### config.mk
export PLATFORM = sky130hd
export DESIGN_NAME = gls_ctrl
export DESIGN_NICKNAME = d
export VERILOG_FILES = /design/src/design/gls_pkg.sv /design/src/design/gls_ctrl.sv
export SDC_FILE = /design/constraint.sdc
export NUM_CORES = 1
export LEC_CHECK = 0
export BUFFER_PORTS_ARGS = -buffer_cell sky130_fd_sc_hd__buf_2
export CORE_AREA = 3 3 40 42
export DETAILED_ROUTE_END_ITERATION = 10
export DIE_AREA = 0 0 43 45
export GPL_TIMING_DRIVEN = 0
export SYNTH_ARGS = -nofsm -noshare
export SYNTH_HDL_FRONTEND = slang
export SYNTH_SLANG_ARGS = --single-unit
### constraint.sdc
create_clock -name clock -period 3.4 [get_ports clock]
set_input_delay 0.68 -clock clock [delete_from_list [all_inputs] [get_ports clock]]
set_output_delay 0.68 -clock clock [all_outputs]
set_load 0.02 [all_outputs]
### src/design/gls_pkg.sv
`default_nettype none

package gls_pkg;

   localparam int MAX_COLUMNS = 256;
   localparam int MAX_ROWS    = 256;
   localparam int CELL_COUNT  = MAX_COLUMNS * MAX_ROWS;
   localparam int IDX_W       = $clog2(CELL_COUNT);
   localparam int COL_W       = $clog2(MAX_COLUMNS);
   localparam int ROW_W       = $clog2(MAX_ROWS);
   localparam int COL_CW      = $clog2(MAX_COLUMNS + 1);
   localparam int ROW_CW      = $clog2(MAX_ROWS + 1);
   localparam int ERR_W       = ((COL_W > ROW_W) ? COL_W : ROW_W) + 4;

   localparam int PIX_W      = 14;
   localparam int CELL_IN_W  = 16;
   localparam int TILE_W     = 7;
   localparam int TILE_MAX   = 64;
   localparam int GRID_REG_W = 9;

   localparam int DIV_LANES = 4;
   localparam int DIV_CNT_W = $clog2(PIX_W);
   localparam int LANE_X0   = 0;
   localparam int LANE_Y0   = 1;
   localparam int LANE_X1   = 2;
   localparam int LANE_Y1   = 3;

   localparam int CSR_AW    = 4;
   localparam int CSR_DW    = 32;
   localparam int REG_IDX_W = 2;

   localparam logic [REG_IDX_W-1:0] REG_TILE_WIDTH  = 2'd0;
   localparam logic [REG_IDX_W-1:0] REG_TILE_HEIGHT = 2'd1;
   localparam logic [REG_IDX_W-1:0] REG_GRID_COLS   = 2'd2;
   localparam logic [REG_IDX_W-1:0] REG_GRID_ROWS   = 2'd3;

   localparam logic [TILE_W-1:0]     TILE_RESET = 7'd16;
   localparam logic [GRID_REG_W-1:0] GRID_RESET = 9'd256;

   localparam logic REQ_WRITE = 1'b0;
   localparam logic REQ_QUERY = 1'b1;

   typedef struct packed {
      logic [TILE_W-1:0] tw;
      logic [TILE_W-1:0] th;
      logic [COL_CW-1:0] cols;
      logic [ROW_CW-1:0] rows;
   } cfg_type;

   typedef struct packed {
      logic mem_wr;
      logic div_start;
      logic setup;
      logic walk;
      logic drain;
      logic finish;
   } cmd_type;

   typedef struct packed {
      logic div_done;
      logic oor;
      logic step_stop;
      logic blocked_hit;
   } sts_type;

endpackage

`default_nettype wire

### src/design/gls_ctrl.sv
`default_nettype none

module gls_ctrl import gls_pkg::*; (
   input  logic    clock,
   input  logic    reset,
   input  logic    req_valid,
   input  logic    req_type,
   output logic    req_ready,
   output logic    rsp_valid,
   input  logic    rsp_ready,
   input  sts_type sts,
   output cmd_type cmd
);

   localparam logic [2:0] S_IDLE  = 3'd0;
   localparam logic [2:0] S_DIV   = 3'd1;
   localparam logic [2:0] S_RANGE = 3'd2;
   localparam logic [2:0] S_WALK  = 3'd3;
   localparam logic [2:0] S_DRAIN = 3'd4;
   localparam logic [2:0] S_DONE  = 3'd5;

   logic [2:0] state_ff;
   logic [2:0] state_in;
   logic       rsp_valid_ff;

   always_comb begin
      state_in  = state_ff;
      cmd       = '0;
      req_ready = 1'b0;
      case (state_ff)
         S_IDLE: begin
            req_ready = 1'b1;
            if (req_valid) begin
               if (req_type == REQ_WRITE) begin
                  cmd.mem_wr = 1'b1;
               end else begin
                  cmd.div_start = 1'b1;
                  state_in      = S_DIV;
               end
            end
         end
         S_DIV: begin
            if (sts.div_done) begin
               state_in = S_RANGE;
            end
         end
         S_RANGE: begin
            cmd.setup = 1'b1;
            state_in  = sts.oor ? S_DONE : S_WALK;
         end
         S_WALK: begin
            cmd.walk = 1'b1;
            if (sts.blocked_hit) begin
               state_in = S_DONE;
            end else if (sts.step_stop) begin
               state_in = S_DRAIN;
            end
         end
         S_DRAIN: begin
            cmd.drain = 1'b1;
            state_in  = S_DONE;
         end
         S_DONE: begin
            if (!rsp_valid_ff) begin
               cmd.finish = 1'b1;
               state_in   = S_IDLE;
            end
         end
         default: begin
            state_in = S_IDLE;
         end
      endcase
   end

   always_ff @(posedge clock) begin
      if (reset) begin
         state_ff     <= S_IDLE;
         rsp_valid_ff <= 1'b0;
      end else begin
         state_ff <= state_in;
         if (cmd.finish) begin
            rsp_valid_ff <= 1'b1;
         end else if (rsp_ready) begin
            rsp_valid_ff <= 1'b0;
         end
      end
   end

   assign rsp_valid = rsp_valid_ff;

   a_finish_free: assert property (@(posedge clock) disable iff (reset)
      cmd.finish |-> !rsp_valid_ff)
      else $error("result word overwritten");

   a_query_divides: assert property (@(posedge clock) disable iff (reset)
      (state_ff == S_IDLE && req_valid && req_type == REQ_QUERY) |=> (state_ff == S_DIV))
      else $error("query did not start the divider");

   a_oor_skips_walk: assert property (@(posedge clock) disable iff (reset)
      (state_ff == S_RANGE && sts.oor) |=> (state_ff == S_DONE))
      else $error("walk started on an out of range line");

   a_rsp_from_done: assert property (@(posedge clock) disable iff (reset)
      $rose(rsp_valid_ff) |-> ($past(state_ff) == S_DONE))
      else $error("result word raised outside done");

endmodule

`default_nettype wire
Word-level counts from Yosys, hierarchy flattened

Cells that the tools add are included.

Register bits after elaboration: 4
Word-level logic and storage cells: 35
Input bits: 9
Output and inout port bits: 8

Reduce and logical (&&, ||, !) cells: 3
Eq/ne operators: 10
Mux-type cells: 20

Operators by type and width:

| kind                 | count |
|---|---|
| $mux W3              | 7 |
| $pmux W3 S6          | 1 |
| $mux W1              | 10 |
| $ne A2 B2 Y1 const B | 4 |
| $eq A3 B2 Y1 const B | 2 |
| $eq A3 B3 Y1 const B | 2 |
| $reduce_and A5 Y1    | 1 |
| $mux W2              | 2 |
| $eq A3 B1 Y1 const B | 1 |
| $logic_not A3 Y1     | 1 |
| $ne A3 B3 Y1 const B | 1 |
| $reduce_bool A2 Y1   | 1 |

Longest topological paths before layout

Depth in word-level cells: 3
Depth in mapped cells: 5
Mapped depth without buffers: 4

Worst setup path after synthesis

No wires, ideal clock.

Kind: register to output
Start: reg state_ff[1]
End: out cmd[5] in the netlist's numbering
Data required time: 2.720 ns
Buffers on the path: 1
Data arrival time: 1.232 ns
Stages on the path, launching flop included: 5
Slack: 1.488 ns
Cell sequence: dfxtp_1 > buf_4 > nor3_2 > nand2_1 > nor2_1

RTL lines:

| element                | RTL line       | text |
|---|---|---|
| start, declared        | gls_ctrl.sv:22 | `logic [2:0] state_ff;` |
| start signal, assigned | gls_ctrl.sv:80 | `state_ff <= state_in;` |
| end, declared          | gls_ctrl.sv:12 | `output cmd_type cmd` |

==> run_results.csv <==
group,metric,value,unit
timing,skew,5.83,ps
synthesis,synthesis.nets,45,
worst_setup_path,cpMaxStageDelayCell,"dfxtp_1",
clock_tree,post_cts_resized,0,
clock_tree,ctsHtreeMaxLevel,1,
clock_tree,ctsHoldBuffers,0,
clock_tree,numCtsBuffers,3,
synthesis,ys.flop_type,"dfxtp_1",
finish,fin_nets,66,
timing,fin_crit,2010,ps
detailed_routing,wl_per_cell,10.1,microns
global_routing,grt_use_total,8.92,%
floorplan,die_w,43,microns
floorplan,start_util,23.2,%
global_routing,antenna_found_initial,0,
clock_tree,clk_pin_slew,40,ps
worst_setup_path,ff2ff_path_depth,4,
synthesis,netlist.area_leader.share,26.9,%
clock_tree,postCtsSetupBuffers,0,
synthesis,ys_seq_area_share,26.9,%
detailed_routing,post_drt_via_cell_ratio,4.44,
worst_setup_path,critPathCaptureType,"primary output",
power,p_leak,0.221,nW
power,ir_drop,0.189,mV
worst_setup_path,critPathRequiredTime,2720,ps
clock_tree,cts_root_buf,"clkbuf_4",
detailed_routing,ant_nets,0,
min_path,whs_path_depth,2,
synthesis,syn_inst,36,
timing,hold_viol_final,0,
detailed_routing,dr.pass1.iters,4,
synthesis,ys_types,21,
timing,worst_slew_pin_slew,288,ps
worst_setup_path,cp.depth,3,
worst_setup_path,cp_cell_sequence,"nand2b_1 > nor3b_1 > buf_2",
placed_design,port_buffers,16,
timing,fin_worst_hold_slack,497,ps
worst_setup_path,cp-start-kind,"register",
timing,drv_slew,0,
min_path,hold_path.class,"register to register",
synthesis,yosys_warnings,0,
timing,fmax,498,MHz
floorplan,row_count,13,
global_routing,grt_max_degree,11,
worst_setup_path,critPathTopFamily,"flip-flops",
finish,num_antenna_cells,0,
detailed_routing,wl,708,microns
flow_run,max-cap-violations,0,
finish,drive_gt1_share,43.6,%
synthesis,yosysMostFrequentCell,"nor2_1",
synthesis,post_synth.cell_area_avg,8.27,sq um
floorplan,core-area,1280,sq um
placed_design,gp_congestion,0.715,
timing,relSlewSlack,80.8,%
placed_design,dp_hpwl,533,microns
worst_setup_path,cp_data_arrival_time,1330,ps
worst_setup_path,crit_buf_inv,1,
floorplan,die_h,45,microns
finish,areaGrowthSynthToFinish,40.8,%
synthesis,synth.area.top_cells,"dfxtp_1 27%, nand2b_1 8.4%, nor2_1 7.6%",
outcome,status,"finished clean",
synthesis,synth.top_cells.by_count,"6 x nor2_1, 4 x dfxtp_1, 4 x nand2b_1, 3 x nor3b_1",
clock_tree,clk_latency,240,ps
detailed_routing,vias,311,
clock_tree,clockBufferDepth,2,
timing,period_share,59.0,%
synthesis,synth_seq_cells,4,
global_routing,first_global_vias,274,
worst_setup_path,cp_max_fo,9,
detailed_routing,drc,0,
clock_tree,cts_tree,"yes",
timing,setup_tns,0,ps
synthesis,synth_area,298,sq um
synthesis,synth_edf_count,0,
global_routing,grt_overflow_total,0,
global_routing,grt_pass1_wl,1.20,mm
floorplan,dieArea,1940,sq um
timing,setup_viol,0,
detailed_routing,drtIter0Drc,5,
power,p_per_area,371,nW/um^2
clock_tree,clock_sinks,4,
worst_setup_path,crit_type,"register to primary output",
worst_setup_path,critPathMaxStageDelay,470,ps
synthesis,synthArstFlopShare,0,%
timing,rsz0062_at_grt,"no",
floorplan,io_pins,17,
synthesis,synth.largest_area_cell,"dfxtp_1",
## routing by layer
metal  vias up  global-route usage (%)  share of wire [%]
met5         -                       0                  0
li1        165                       -                  -
met3         0                    7.57                 12
met1       131                    13.0                 48
met4         0                    3.61                  0
met2        15                    8.38                 40
## cells in the final DEF (no fill, tap or decap), drive strengths merged
cell type	Yosys	layout
a21o	1	1
a32oi	1	1
and3	1	1
buf	1	17
clkbuf	0	3
a21oi	2	2
a21boi	1	1
nand2b	4	4
nand2	2	2
a22o	1	1
nor2	6	6
mux2i	1	1
a211oi	1	1
inv	1	1
nor2b	2	2
nor3	2	2
o21bai	1	1
nor3b	3	3
and3b	1	1
dfxtp	4	4
## final cells by class
type	instances	area (sq um)
fillers	140	866
multi-input cells	30	206
flip-flops and latches	4	80.1
repair buffers	16	80.1
clock buffers	3	22.5
well taps	15	18.8
plain buffers	1	7.51
inverters	1	3.75
## report_power, final
group / internal, mW / total (mW) / switching (mW)
combinational: 0.0201 / 0.0429 / 0.0228
sequential: 0.0494 / 0.0528 / 0.00346
clock: 0.0395 / 0.0598 / 0.0203
## tightest hold or removal path, stage by stage (launching register included)
cell     delay [ps]
dfxtp_1         330
a21oi_1          70
nor2_1           70
## kinds of logic after synthesis
family	after synthesis	share of synthesized area, %
buf+inv	2	3.78
simple gates	21	42.9
mux	1	3.36
compound gates	8	23.1
flops	4	26.9
## worst paths after layout
kind,from,to,slack [ps]
min,rsp_valid,rsp_valid,500
max reg2reg,state_ff[2],state_ff[2],2010
min reg2reg,rsp_valid,rsp_valid,500
max,state_ff[2],cmd[0],1390
## state kept, by name, summed over array words and instances, names as in the netlist
register / cells
state_ff: 3
rsp_valid: 1
## through the flow
step | utilization (%) | instance area (sq um) | power, mW | instances | setup WS (ps)
2_1_floorplan | - | 298 | 0.0826 | 36 | 1490
3_3_place_gp | 30.9 | 397 | 0.0966 | 67 | 1630
3_5_place_dp | 30.9 | 397 | 0.0966 | 67 | 1620
4_1_cts | 32.6 | 419 | 0.158 | 70 | 1370
5_1_grt | 32.6 | 419 | 0.168 | 70 | 1290
6_report | 32.6 | 419 | 0.156 | 70 | 1390
No activity file was read; power rests on OpenSTA's default activity.
