===== config.mk =====
export PLATFORM = sky130hd
export DESIGN_NAME = gls_csr
export DESIGN_NICKNAME = d
export VERILOG_FILES = /design/src/design/gls_pkg.sv /design/src/design/gls_csr.sv
export SDC_FILE = /design/constraint.sdc
export NUM_CORES = 1
export LEC_CHECK = 0
export BUFFER_PORTS_ARGS = -buffer_cell sky130_fd_sc_hd__buf_2
export CAP_MARGIN = 20
export CELL_PAD_IN_SITES_DETAIL_PLACEMENT = 0
export CELL_PAD_IN_SITES_GLOBAL_PLACEMENT = 2
export CORE_MARGIN = 3
export CORE_UTILIZATION = 24
export CTS_CLUSTER_DIAMETER = 30
export DETAILED_ROUTE_END_ITERATION = 8
export GPL_TIMING_DRIVEN = 0
export PLACE_DENSITY_LB_ADDON = 0.2
export RECOVER_POWER = 25
export SYNTH_ARGS = -nofsm -noshare
export SYNTH_HDL_FRONTEND = slang
export SYNTH_SLANG_ARGS = --single-unit

===== constraint.sdc =====
create_clock -name clock -period 1.2 [get_ports clock]
set_input_delay 0.12 -clock clock [delete_from_list [all_inputs] [get_ports clock]]
set_output_delay 0.12 -clock clock [all_outputs]
set_load 0.01 [all_outputs]

===== src/design/gls_pkg.sv =====
`default_nettype none

package gls_pkg;

   localparam int MAX_COLUMNS = 256;
   localparam int MAX_ROWS    = 256;
   localparam int CELL_COUNT  = MAX_COLUMNS * MAX_ROWS;
   localparam int IDX_W       = $clog2(CELL_COUNT);
   localparam int COL_W       = $clog2(MAX_COLUMNS);
   localparam int ROW_W       = $clog2(MAX_ROWS);
   localparam int COL_CW      = $clog2(MAX_COLUMNS + 1);
   localparam int ROW_CW      = $clog2(MAX_ROWS + 1);
   localparam int ERR_W       = ((COL_W > ROW_W) ? COL_W : ROW_W) + 4;

   localparam int PIX_W      = 14;
   localparam int CELL_IN_W  = 16;
   localparam int TILE_W     = 7;
   localparam int TILE_MAX   = 64;
   localparam int GRID_REG_W = 9;

   localparam int DIV_LANES = 4;
   localparam int DIV_CNT_W = $clog2(PIX_W);
   localparam int LANE_X0   = 0;
   localparam int LANE_Y0   = 1;
   localparam int LANE_X1   = 2;
   localparam int LANE_Y1   = 3;

   localparam int CSR_AW    = 4;
   localparam int CSR_DW    = 32;
   localparam int REG_IDX_W = 2;

   localparam logic [REG_IDX_W-1:0] REG_TILE_WIDTH  = 2'd0;
   localparam logic [REG_IDX_W-1:0] REG_TILE_HEIGHT = 2'd1;
   localparam logic [REG_IDX_W-1:0] REG_GRID_COLS   = 2'd2;
   localparam logic [REG_IDX_W-1:0] REG_GRID_ROWS   = 2'd3;

   localparam logic [TILE_W-1:0]     TILE_RESET = 7'd16;
   localparam logic [GRID_REG_W-1:0] GRID_RESET = 9'd256;

   localparam logic REQ_WRITE = 1'b0;
   localparam logic REQ_QUERY = 1'b1;

   typedef struct packed {
      logic [TILE_W-1:0] tw;
      logic [TILE_W-1:0] th;
      logic [COL_CW-1:0] cols;
      logic [ROW_CW-1:0] rows;
   } cfg_type;

   typedef struct packed {
      logic mem_wr;
      logic div_start;
      logic setup;
      logic walk;
      logic drain;
      logic finish;
   } cmd_type;

   typedef struct packed {
      logic div_done;
      logic oor;
      logic step_stop;
      logic blocked_hit;
   } sts_type;

endpackage

`default_nettype wire


===== src/design/gls_csr.sv =====
`default_nettype none

module gls_csr import gls_pkg::*; (
   input  logic              clock,
   input  logic              reset,
   input  logic              psel,
   input  logic              penable,
   input  logic              pwrite,
   input  logic [CSR_AW-1:0] paddr,
   input  logic [CSR_DW-1:0] pwdata,
   output logic [CSR_DW-1:0] prdata,
   output logic              pready,
   output cfg_type           cfg
);

   logic [TILE_W-1:0]     tw_ff;
   logic [TILE_W-1:0]     th_ff;
   logic [GRID_REG_W-1:0] cols_ff;
   logic [GRID_REG_W-1:0] rows_ff;
   logic [REG_IDX_W-1:0]  reg_idx;
   logic                  wr_en;

   assign pready  = 1'b1;
   assign reg_idx = paddr[CSR_AW-1:2];
   assign wr_en   = psel && penable && pwrite;

   always_ff @(posedge clock) begin
      if (reset) begin
         tw_ff   <= TILE_RESET;
         th_ff   <= TILE_RESET;
         cols_ff <= GRID_RESET;
         rows_ff <= GRID_RESET;
      end else if (wr_en) begin
         case (reg_idx)
            REG_TILE_WIDTH:  tw_ff   <= pwdata[TILE_W-1:0];
            REG_TILE_HEIGHT: th_ff   <= pwdata[TILE_W-1:0];
            REG_GRID_COLS:   cols_ff <= pwdata[GRID_REG_W-1:0];
            REG_GRID_ROWS:   rows_ff <= pwdata[GRID_REG_W-1:0];
            default: begin
            end
         endcase
      end
   end

   always_comb begin
      case (reg_idx)
         REG_TILE_WIDTH:  prdata = CSR_DW'(tw_ff);
         REG_TILE_HEIGHT: prdata = CSR_DW'(th_ff);
         REG_GRID_COLS:   prdata = CSR_DW'(cols_ff);
         REG_GRID_ROWS:   prdata = CSR_DW'(rows_ff);
         default:         prdata = '0;
      endcase
   end

   // clamp to the usable ranges
   always_comb begin
      if (tw_ff == '0) begin
         cfg.tw = TILE_W'(1);
      end else if (tw_ff > TILE_W'(TILE_MAX)) begin
         cfg.tw = TILE_W'(TILE_MAX);
      end else begin
         cfg.tw = tw_ff;
      end
      if (th_ff == '0) begin
         cfg.th = TILE_W'(1);
      end else if (th_ff > TILE_W'(TILE_MAX)) begin
         cfg.th = TILE_W'(TILE_MAX);
      end else begin
         cfg.th = th_ff;
      end
      if (cols_ff == '0) begin
         cfg.cols = COL_CW'(1);
      end else if (32'(cols_ff) > MAX_COLUMNS) begin
         cfg.cols = COL_CW'(MAX_COLUMNS);
      end else begin
         cfg.cols = COL_CW'(cols_ff);
      end
      if (rows_ff == '0) begin
         cfg.rows = ROW_CW'(1);
      end else if (32'(rows_ff) > MAX_ROWS) begin
         cfg.rows = ROW_CW'(MAX_ROWS);
      end else begin
         cfg.rows = ROW_CW'(rows_ff);
      end
   end

endmodule

`default_nettype wire


After elaboration in Yosys (flattened, before gate mapping)

Index checks and enable logic that the tools add are counted.

Input port bits: 41
Register bits: 32
Output and inout bits: 65
Logic and storage cells: 31

Order comparisons: 4
Multiplexer cells: 9
Reductions and logical operators: 11
Eq/ne operators: 3

Operator list:

| kind                                                 | count |
|---|---|
| one-hot mux 32 bit (4 select lines)                  | 1 |
| 2-to-1 mux 9 bit                                     | 4 |
| 2-to-1 mux 7 bit                                     | 4 |
| greater-than comparator 9 bit, second input constant | 2 |
| logical NOT 9 bit                                    | 2 |
| greater-than comparator 7 bit, second input constant | 2 |
| logical NOT 7 bit                                    | 2 |
| AND reduction 2 bit                                  | 4 |
| == test 2 bit, second input constant                 | 2 |
| == test 2 x 1 -> 1 bit, second input constant        | 1 |
| logical AND 1 bit                                    | 2 |
| logical NOT 2 bit                                    | 1 |

Depth between registers and ports, before layout

Gate-level depths: netlist of the first run.

Word-level depth: 3
Gate-level depth with buffers: 4
Gate-level depth less buffers: 3

Worst setup path before layout of the first run

Ideal clock, no wire load.

Kind: input-to-reg
From: input port paddr[2]
To: register tw_ff[3]
Setup slack: 175 ps
Cell stages on the path: 4
Library setup time: 126 ps
Data arrival time: 899 ps
Cell sequence: buf_4 -> or3_1 -> clkbuf_1 -> mux2i_1

Cells in the longest elaborated chain, start to end: 2

Ends and longest elaborated chain:

| what                                 | RTL line      | text |
|---|---|---|
| start, declared                      | gls_csr.sv:9  | `input logic [CSR_AW-1:0] paddr,` |
| logical NOT 2 bit                    | gls_csr.sv:34 | `case (reg_idx)` |
| AND reduction 2 bit (no source line) | -             |  |
| end signal, assigned                 | gls_csr.sv:35 | `REG_TILE_WIDTH: tw_ff <= pwdata[TILE_W-1:0];` |
| end, declared                        | gls_csr.sv:16 | `logic [TILE_W-1:0] tw_ff;` |

Every way passes these cells.
A chain may end at the register's enable or synchronous reset.

Final worst setup path of the first run

From: input port paddr[2]
To: output port prdata[6]

Cells in the longest elaborated chain, start to end: 2

Ends and longest elaborated chain:

| what                                        | RTL line      | text |
|---|---|---|
| == test 2 bit, or another cell as far along | gls_csr.sv:46 | `case (reg_idx)` |
| one-hot mux 32 bit (4 select lines) *       | gls_csr.sv:46 |  |
| end, declared                               | gls_csr.sv:11 | `output logic [CSR_DW-1:0] prdata,` |

Every way passes the cells marked *; elsewhere a longest branch is shown, timed or not. The select of a mux whose other input is x is not followed.

==> results.json, run 1 <==
{
  "syn_area_mm2": 0.001947,
  "min_period_ps": 1450,
  "hold_buffers": 0,
  "syn_to_final_growth_pct": 51.29,
  "final_common_cell": "buf_2",
  "r2r_end": "cols_ff[3]",
  "grtUsageTotal": 0.1446,
  "grt_pass1_wl_mm": 9.639,
  "multi_input_area_mm2": 0.001215,
  "critPathArrivalTime_ps": 1330,
  "grt_busiest_layer": "met2",
  "cts-root-buf": "clkbuf_8",
  "synth_top_family_by_area": "simple AND/OR/NAND/NOR gates",
  "overflow": 0,
  "cap_violations": 0,
  "die_area_mm2": 0.009228,
  "synthXorXnorAreaFrac": 0,
  "worst_slew_pin_slew_ps": 570.2,
  "viasPerCell": 4.115,
  "drive_gt1_frac": 0.5031,
  "synth_fa_ha_area_frac": 0,
  "power.density_mw_per_mm2": 785.3,
  "use_met1": 0.1765,
  "p_total_mw": 2.313,
  "finalSetupTns_ps": -1910,
  "violations": "setup timing",
  "layout_setup_ws_ps": -250.0,
  "die_h_um": 96.07,
  "drcViolationCount": 0,
  "ys_ff_latch": 32,
  "h-tree-depth": 2,
  "wl_per_cell_um": 14.97,
  "muxShareOfSynthArea": 0.2147,
  "final_cell_mix": "buf_2, buf_4, nand2b_1",
  "numCtsBuffers": 5,
  "hold_depth": 3,
  "fin_nets": 364,
  "use_met3": 0.03440,
  "insertedDiodeCount": 0,
  "ctsLongestPathBuffers": 2,
  "grt_pass1_vias": 1767,
  "finalClockSkew_ps": 0,
  "holdCritStartpoint": "pwdata[7]",
  "synth_area_per_cell_um2": 8.972,
  "ff2ff_path_depth": 5,
  "hold_end": "rows_ff[7]",
  "fp-row-count": 32,
  "wirelength_mm": 6.377,
  "synth_cell_types": 19,
  "worstSetupEndpointType": "primary output",
  "grt_max_degree": 11,
  "vdd_ir_drop_max_mv": 0.3133,
  "syn_inst": 217,
  "clock.fmax_mhz": 689.6,
  "critPathKind": "input pin to primary output",
  "first_pass_iters": 4,
  "cts.clk_slew.worst_paths_ps": 60,
  "drt_iter0_markers": 56,
  "setup_viol": 14,
  "synth_edf_count": 0,
  "start_kind": "input pin",
  "yosys_warnings": 0,
  "outcome": "complete, but fails checks",
  "yosysSeqAreaShare": 0.3290,
  "gp_congestion": 0.7418,
  "relSlewSlack": 0.6199,
  "antenna_left": 0,
  "antenna_found_initial": 0,
  "seqCellArea_um2": 698.2,
  "hp-class": "input pin to flop",
  "synthSimpleGateAreaFrac": 0.2661,
  "grtUsageMet2": 0.2524,
  "pin_count": 106,
  "die_w_um": 96.07,
  "nFillCells": 836,
  "cts_tree": "yes",
  "hold_violations": 0,
  "initial_core_util": 0.2494,
  "worstReg2RegStart": "cols_ff[3]",
  "io_buffers": 56,
  "leakagePower_nw": 1.426,
  "fp.coreArea_mm2": 0.007807,
  "rsz0062_at_grt": "yes",
  "maxSlewViolCount": 0,
  "num_vias": 1753,
  "crit_fanout": 10,
  "synth_compound_area_frac": 0.05141,
  "clk_latency_ps": 280,
  "clkSinkCount": 32,
  "synthFlopType": "dfxtp_1",
  "fin_crit_sh": 1.208,
  "r2r_slack_ps": 240,
  "dp_hpwl_mm": 4.576,
  "required_ps": 1080,
  "async_flop_share": 0
}
[critical path, stage by stage]
cell,delay [ps]
buf_2,90
clkbuf_2,320
clkbuf_2,300
mux4_2,360
buf_6,140
[cells by family after synthesis]
logic type             count (synthesis)
buffers and inverters                 42
flip-flops                            32
multiplexers                          33
AND/OR/NAND/NOR                       88
AO/OA/AOI/OAI                         20
other                                  2
[power by group]
group	switching, mW	leakage (nW)	internal [mW]
sequential	0.0156	0.273	1.06
combinational	0.180	1.11	0.175
clock	0.413	0.0455	0.468
total	0.608	1.43	1.70
[state kept, by name, indices dropped and copies added, names as in the netlist]
name,count
rows_ff,9
tw_ff,7
cols_ff,9
th_ff,7
[through the flow]
stage | setup slack, ps | instance area (µm²) | utilization | hold WS, ps | cells
final | -250.0 | 2945 | 0.3772 | 104.3 | 426
after global routing | -300.8 | 2945 | 0.3772 | 106.5 | 426
after CTS | -264.7 | 2853 | 0.3654 | 101.1 | 424
after detailed placement | -269.8 | 2437 | 0.3122 | 397.7 | 397
after global placement | -294.5 | 2437 | 0.3122 | 405.8 | 397
after floorplan | 175.0 | 2029 | - | 290.5 | 239
[synth_stat cells, types with 4 or more instances]
library cell,n,area share
clkbuf_1,14,0.027
o21ai_0,16,0.041
buf_4,26,0.10
nand2b_1,29,0.093
nor2b_1,34,0.11
nor3_1,6,0.015
mux2i_1,26,0.13
dfxtp_1,32,0.33
a21oi_1,4,0.010
nor2_1,12,0.023
mux4_2,7,0.081
[how the worst max path moves through the flow]
stage                     from         to  cells past startpoint
floorplan             paddr[2]   tw_ff[3]                      4
global placement      paddr[2]  prdata[6]                      5
detailed placement    paddr[2]  prdata[6]                      5
CTS                 rows_ff[7]     cfg[0]                      4
global route        rows_ff[5]     cfg[0]                      4
finish                paddr[2]  prdata[6]                      5
[metal layers]
metal  share of wire  up-vias
met2            0.50       46
met4           0.010        0
met5               0        -
met3           0.054        7
li1                -      888
met1            0.44      812
[area by class of cell]
class,count,share of cell area
buffer,41,0.09516
multi-input combinational,165,0.4125
timing repair buffer,77,0.1801
inverter,1,0.001274
tap,102,0.04333
clock buffer,8,0.03059
sequential,32,0.2370
[timing repair]
action / CTS / global route
pin swaps: 6 / 3
cloned: 0 / 1
gates resized for setup: 61 / 20
endpoints found under the hold margin: 0 / 0
setup buffers: 19 / 1
endpoints found under the setup margin: 38 / 33
Power figures use the tool's default switching activity.
==> run 2, diff against run 1 <==
- REMOVE_ABC_BUFFERS: default -> 1
==> run 2 against run 1 <==
The flow still finishes with violations (setup timing). Cell area fell by 14%. Combinational power fell by 25%. Register-to-register slack improved by 50 ps. Global-route usage fell by 1.8 points. Via count fell by 9.6%. Critical path type is now flop to primary output. Highest routed layer unchanged.
==> results.json, run 2 (synthesized netlist as in run 1, its figures left out) <==
{
  "combPwrFrac": 0.120,
  "clock.fmax_mhz": 720.7,
  "final_common_cell": "buf_2",
  "power.switching_mw": 0.5673,
  "crit_fanout": 4,
  "fp.coreArea_mm2": 0.007807,
  "hold_depth": 3,
  "layout_setup_ws_ps": -187.6,
  "postPlaceCellArea_mm2": 0.002178,
  "dp_hpwl_mm": 4.051,
  "setup_viol": 11,
  "ctsLongestPathBuffers": 2,
  "numCtsBuffers": 5,
  "wirelength_mm": 5.705,
  "antenna_left": 0,
  "grtUsageTotal": 0.1270,
  "pre_cts_ws_ps": -513.9,
  "reg_top3": "cols_ff x9, rows_ff x9",
  "finalClockSkew_ps": 0,
  "fin_crit_sh": 1.156,
  "critPathKind": "flop to primary output",
  "min_period_ps": 1388,
  "cts-root-buf": "clkbuf_8",
  "ff2ff_path_depth": 4,
  "design_area_mm2": 0.002544,
  "io_buffers": 56,
  "h-tree-depth": 2,
  "vdd_ir_drop_max_mv": 0.2900,
  "p_int_mw": 1.636,
  "gp_congestion": 0.6921,
  "startpoint": "rows_ff[3]",
  "finalSetupTns_ps": -1536,
  "hold_buffers": 0,
  "pin_count": 106,
  "first_pass_iters": 4,
  "drive_gt1_frac": 0.4542,
  "die_area_mm2": 0.009228,
  "r2r_end": "cols_ff[5]",
  "cap_violations": 0,
  "die_h_um": 96.07,
  "p_total_mw": 2.203,
  "hold_violations": 0,
  "clk_latency_ps": 280,
  "violations": "setup timing",
  "leakagePower_nw": 1.181,
  "cp-endpoint": "prdata[3]",
  "r2r_slack_ps": 290,
  "rsz0062_at_grt": "yes",
  "switching_share": 0.2575,
  "grt_pass1_vias": 1585,
  "worstSetupEndpointType": "primary output",
  "overflow": 0,
  "viasPerCell": 4.224,
  "wl_per_cell_um": 15.21,
  "fp-row-count": 32,
  "clkPwrFrac": 0.390,
  "pwr-share-seq": 0.489,
  "power.density_mw_per_mm2": 866.2,
  "fin_nets": 313,
  "drcViolationCount": 0,
  "worstReg2RegStart": "cols_ff[5]",
  "whs_ps": 103.0,
  "final_cell_mix": "buf_2, nor2b_1, nand2b_1",
  "grt_pass1_wl_mm": 8.680,
  "drt_iter0_markers": 58,
  "die_w_um": 96.07,
  "clkSinkCount": 32,
  "relSlewSlack": 0.5585,
  "outcome": "complete, but fails checks",
  "maxSlewViolCount": 0,
  "initial_core_util": 0.2494,
  "cts.clk_slew.worst_paths_ps": 60,
  "antenna_found_initial": 0,
  "critPathArrivalTime_ps": 1270,
  "syn_to_final_growth_pct": 30.66,
  "grt_max_degree": 43,
  "start_kind": "flop",
  "worst_slew_pin_slew_ps": 657.2,
  "num_vias": 1584,
  "cts_tree": "yes",
  "insertedDiodeCount": 0,
  "hp-class": "input pin to flop",
  "required_ps": 1080
}
run 2: worst max-delay path, cell delays in order (launching register included):
cell	delay (ps)
dfxtp_4	350
mux4_2	490
buf_6	140
run 2: repair_timing:
action | CTS | global route
gates resized for setup | 48 | 22
cloned | 0 | 0
pin swaps | 6 | 8
buffers inserted | 10 | 1
endpoints found under the setup margin | 51 | 33
run 2: worst min path at each step:
stage	from	endpoint	slack, ps
CTS	pwdata[8]	rows_ff[8]	100
global placement	pwdata[8]	rows_ff[8]	390
finish	pwdata[8]	rows_ff[8]	100
detailed placement	pwdata[8]	rows_ff[8]	400
floorplan	paddr[2]	cols_ff[0]	260
global route	pwdata[8]	cols_ff[8]	100
run 2: power by group through the flow:
stage | registers, mW | clock network (mW) | logic (mW)
3_5_place_dp | 1.12 | 0 | 0.238
2_1_floorplan | 1.11 | 0 | 0.131
6_report | 1.08 | 0.860 | 0.265
5_1_grt | 1.08 | 0.941 | 0.294
4_1_cts | 1.08 | 0.896 | 0.261
3_3_place_gp | 1.12 | 0 | 0.237
run 2: area by class of cell:
class / instances / area, µm²
inverters: 1 / 3.754
well taps: 102 / 127.6
repair buffers: 67 / 411.6
multi-input cells: 165 / 1211
fillers: 861 / 5264
clock buffers: 8 / 90.09
flip-flops and latches: 32 / 699.4
run 2: per-stage QoR:
stage | util | std cells
global route | 0.3258 | 375
CTS | 0.3167 | 374
finish | 0.3258 | 375
global placement | 0.2790 | 356
detailed placement | 0.2790 | 356
floorplan | - | 198
run 2: metal layers:
| metal | up-vias | global-route usage | part of all wire |
|---|---|---|---|
| li1 | 780 | - | - |
| met1 | 743 | 0.1726 | 0.46 |
| met2 | 59 | 0.2018 | 0.48 |
| met3 | 2 | 0.02737 | 0.056 |
| met4 | 0 | 0.03555 | 0.0070 |
| met5 | - | 0 | 0 |
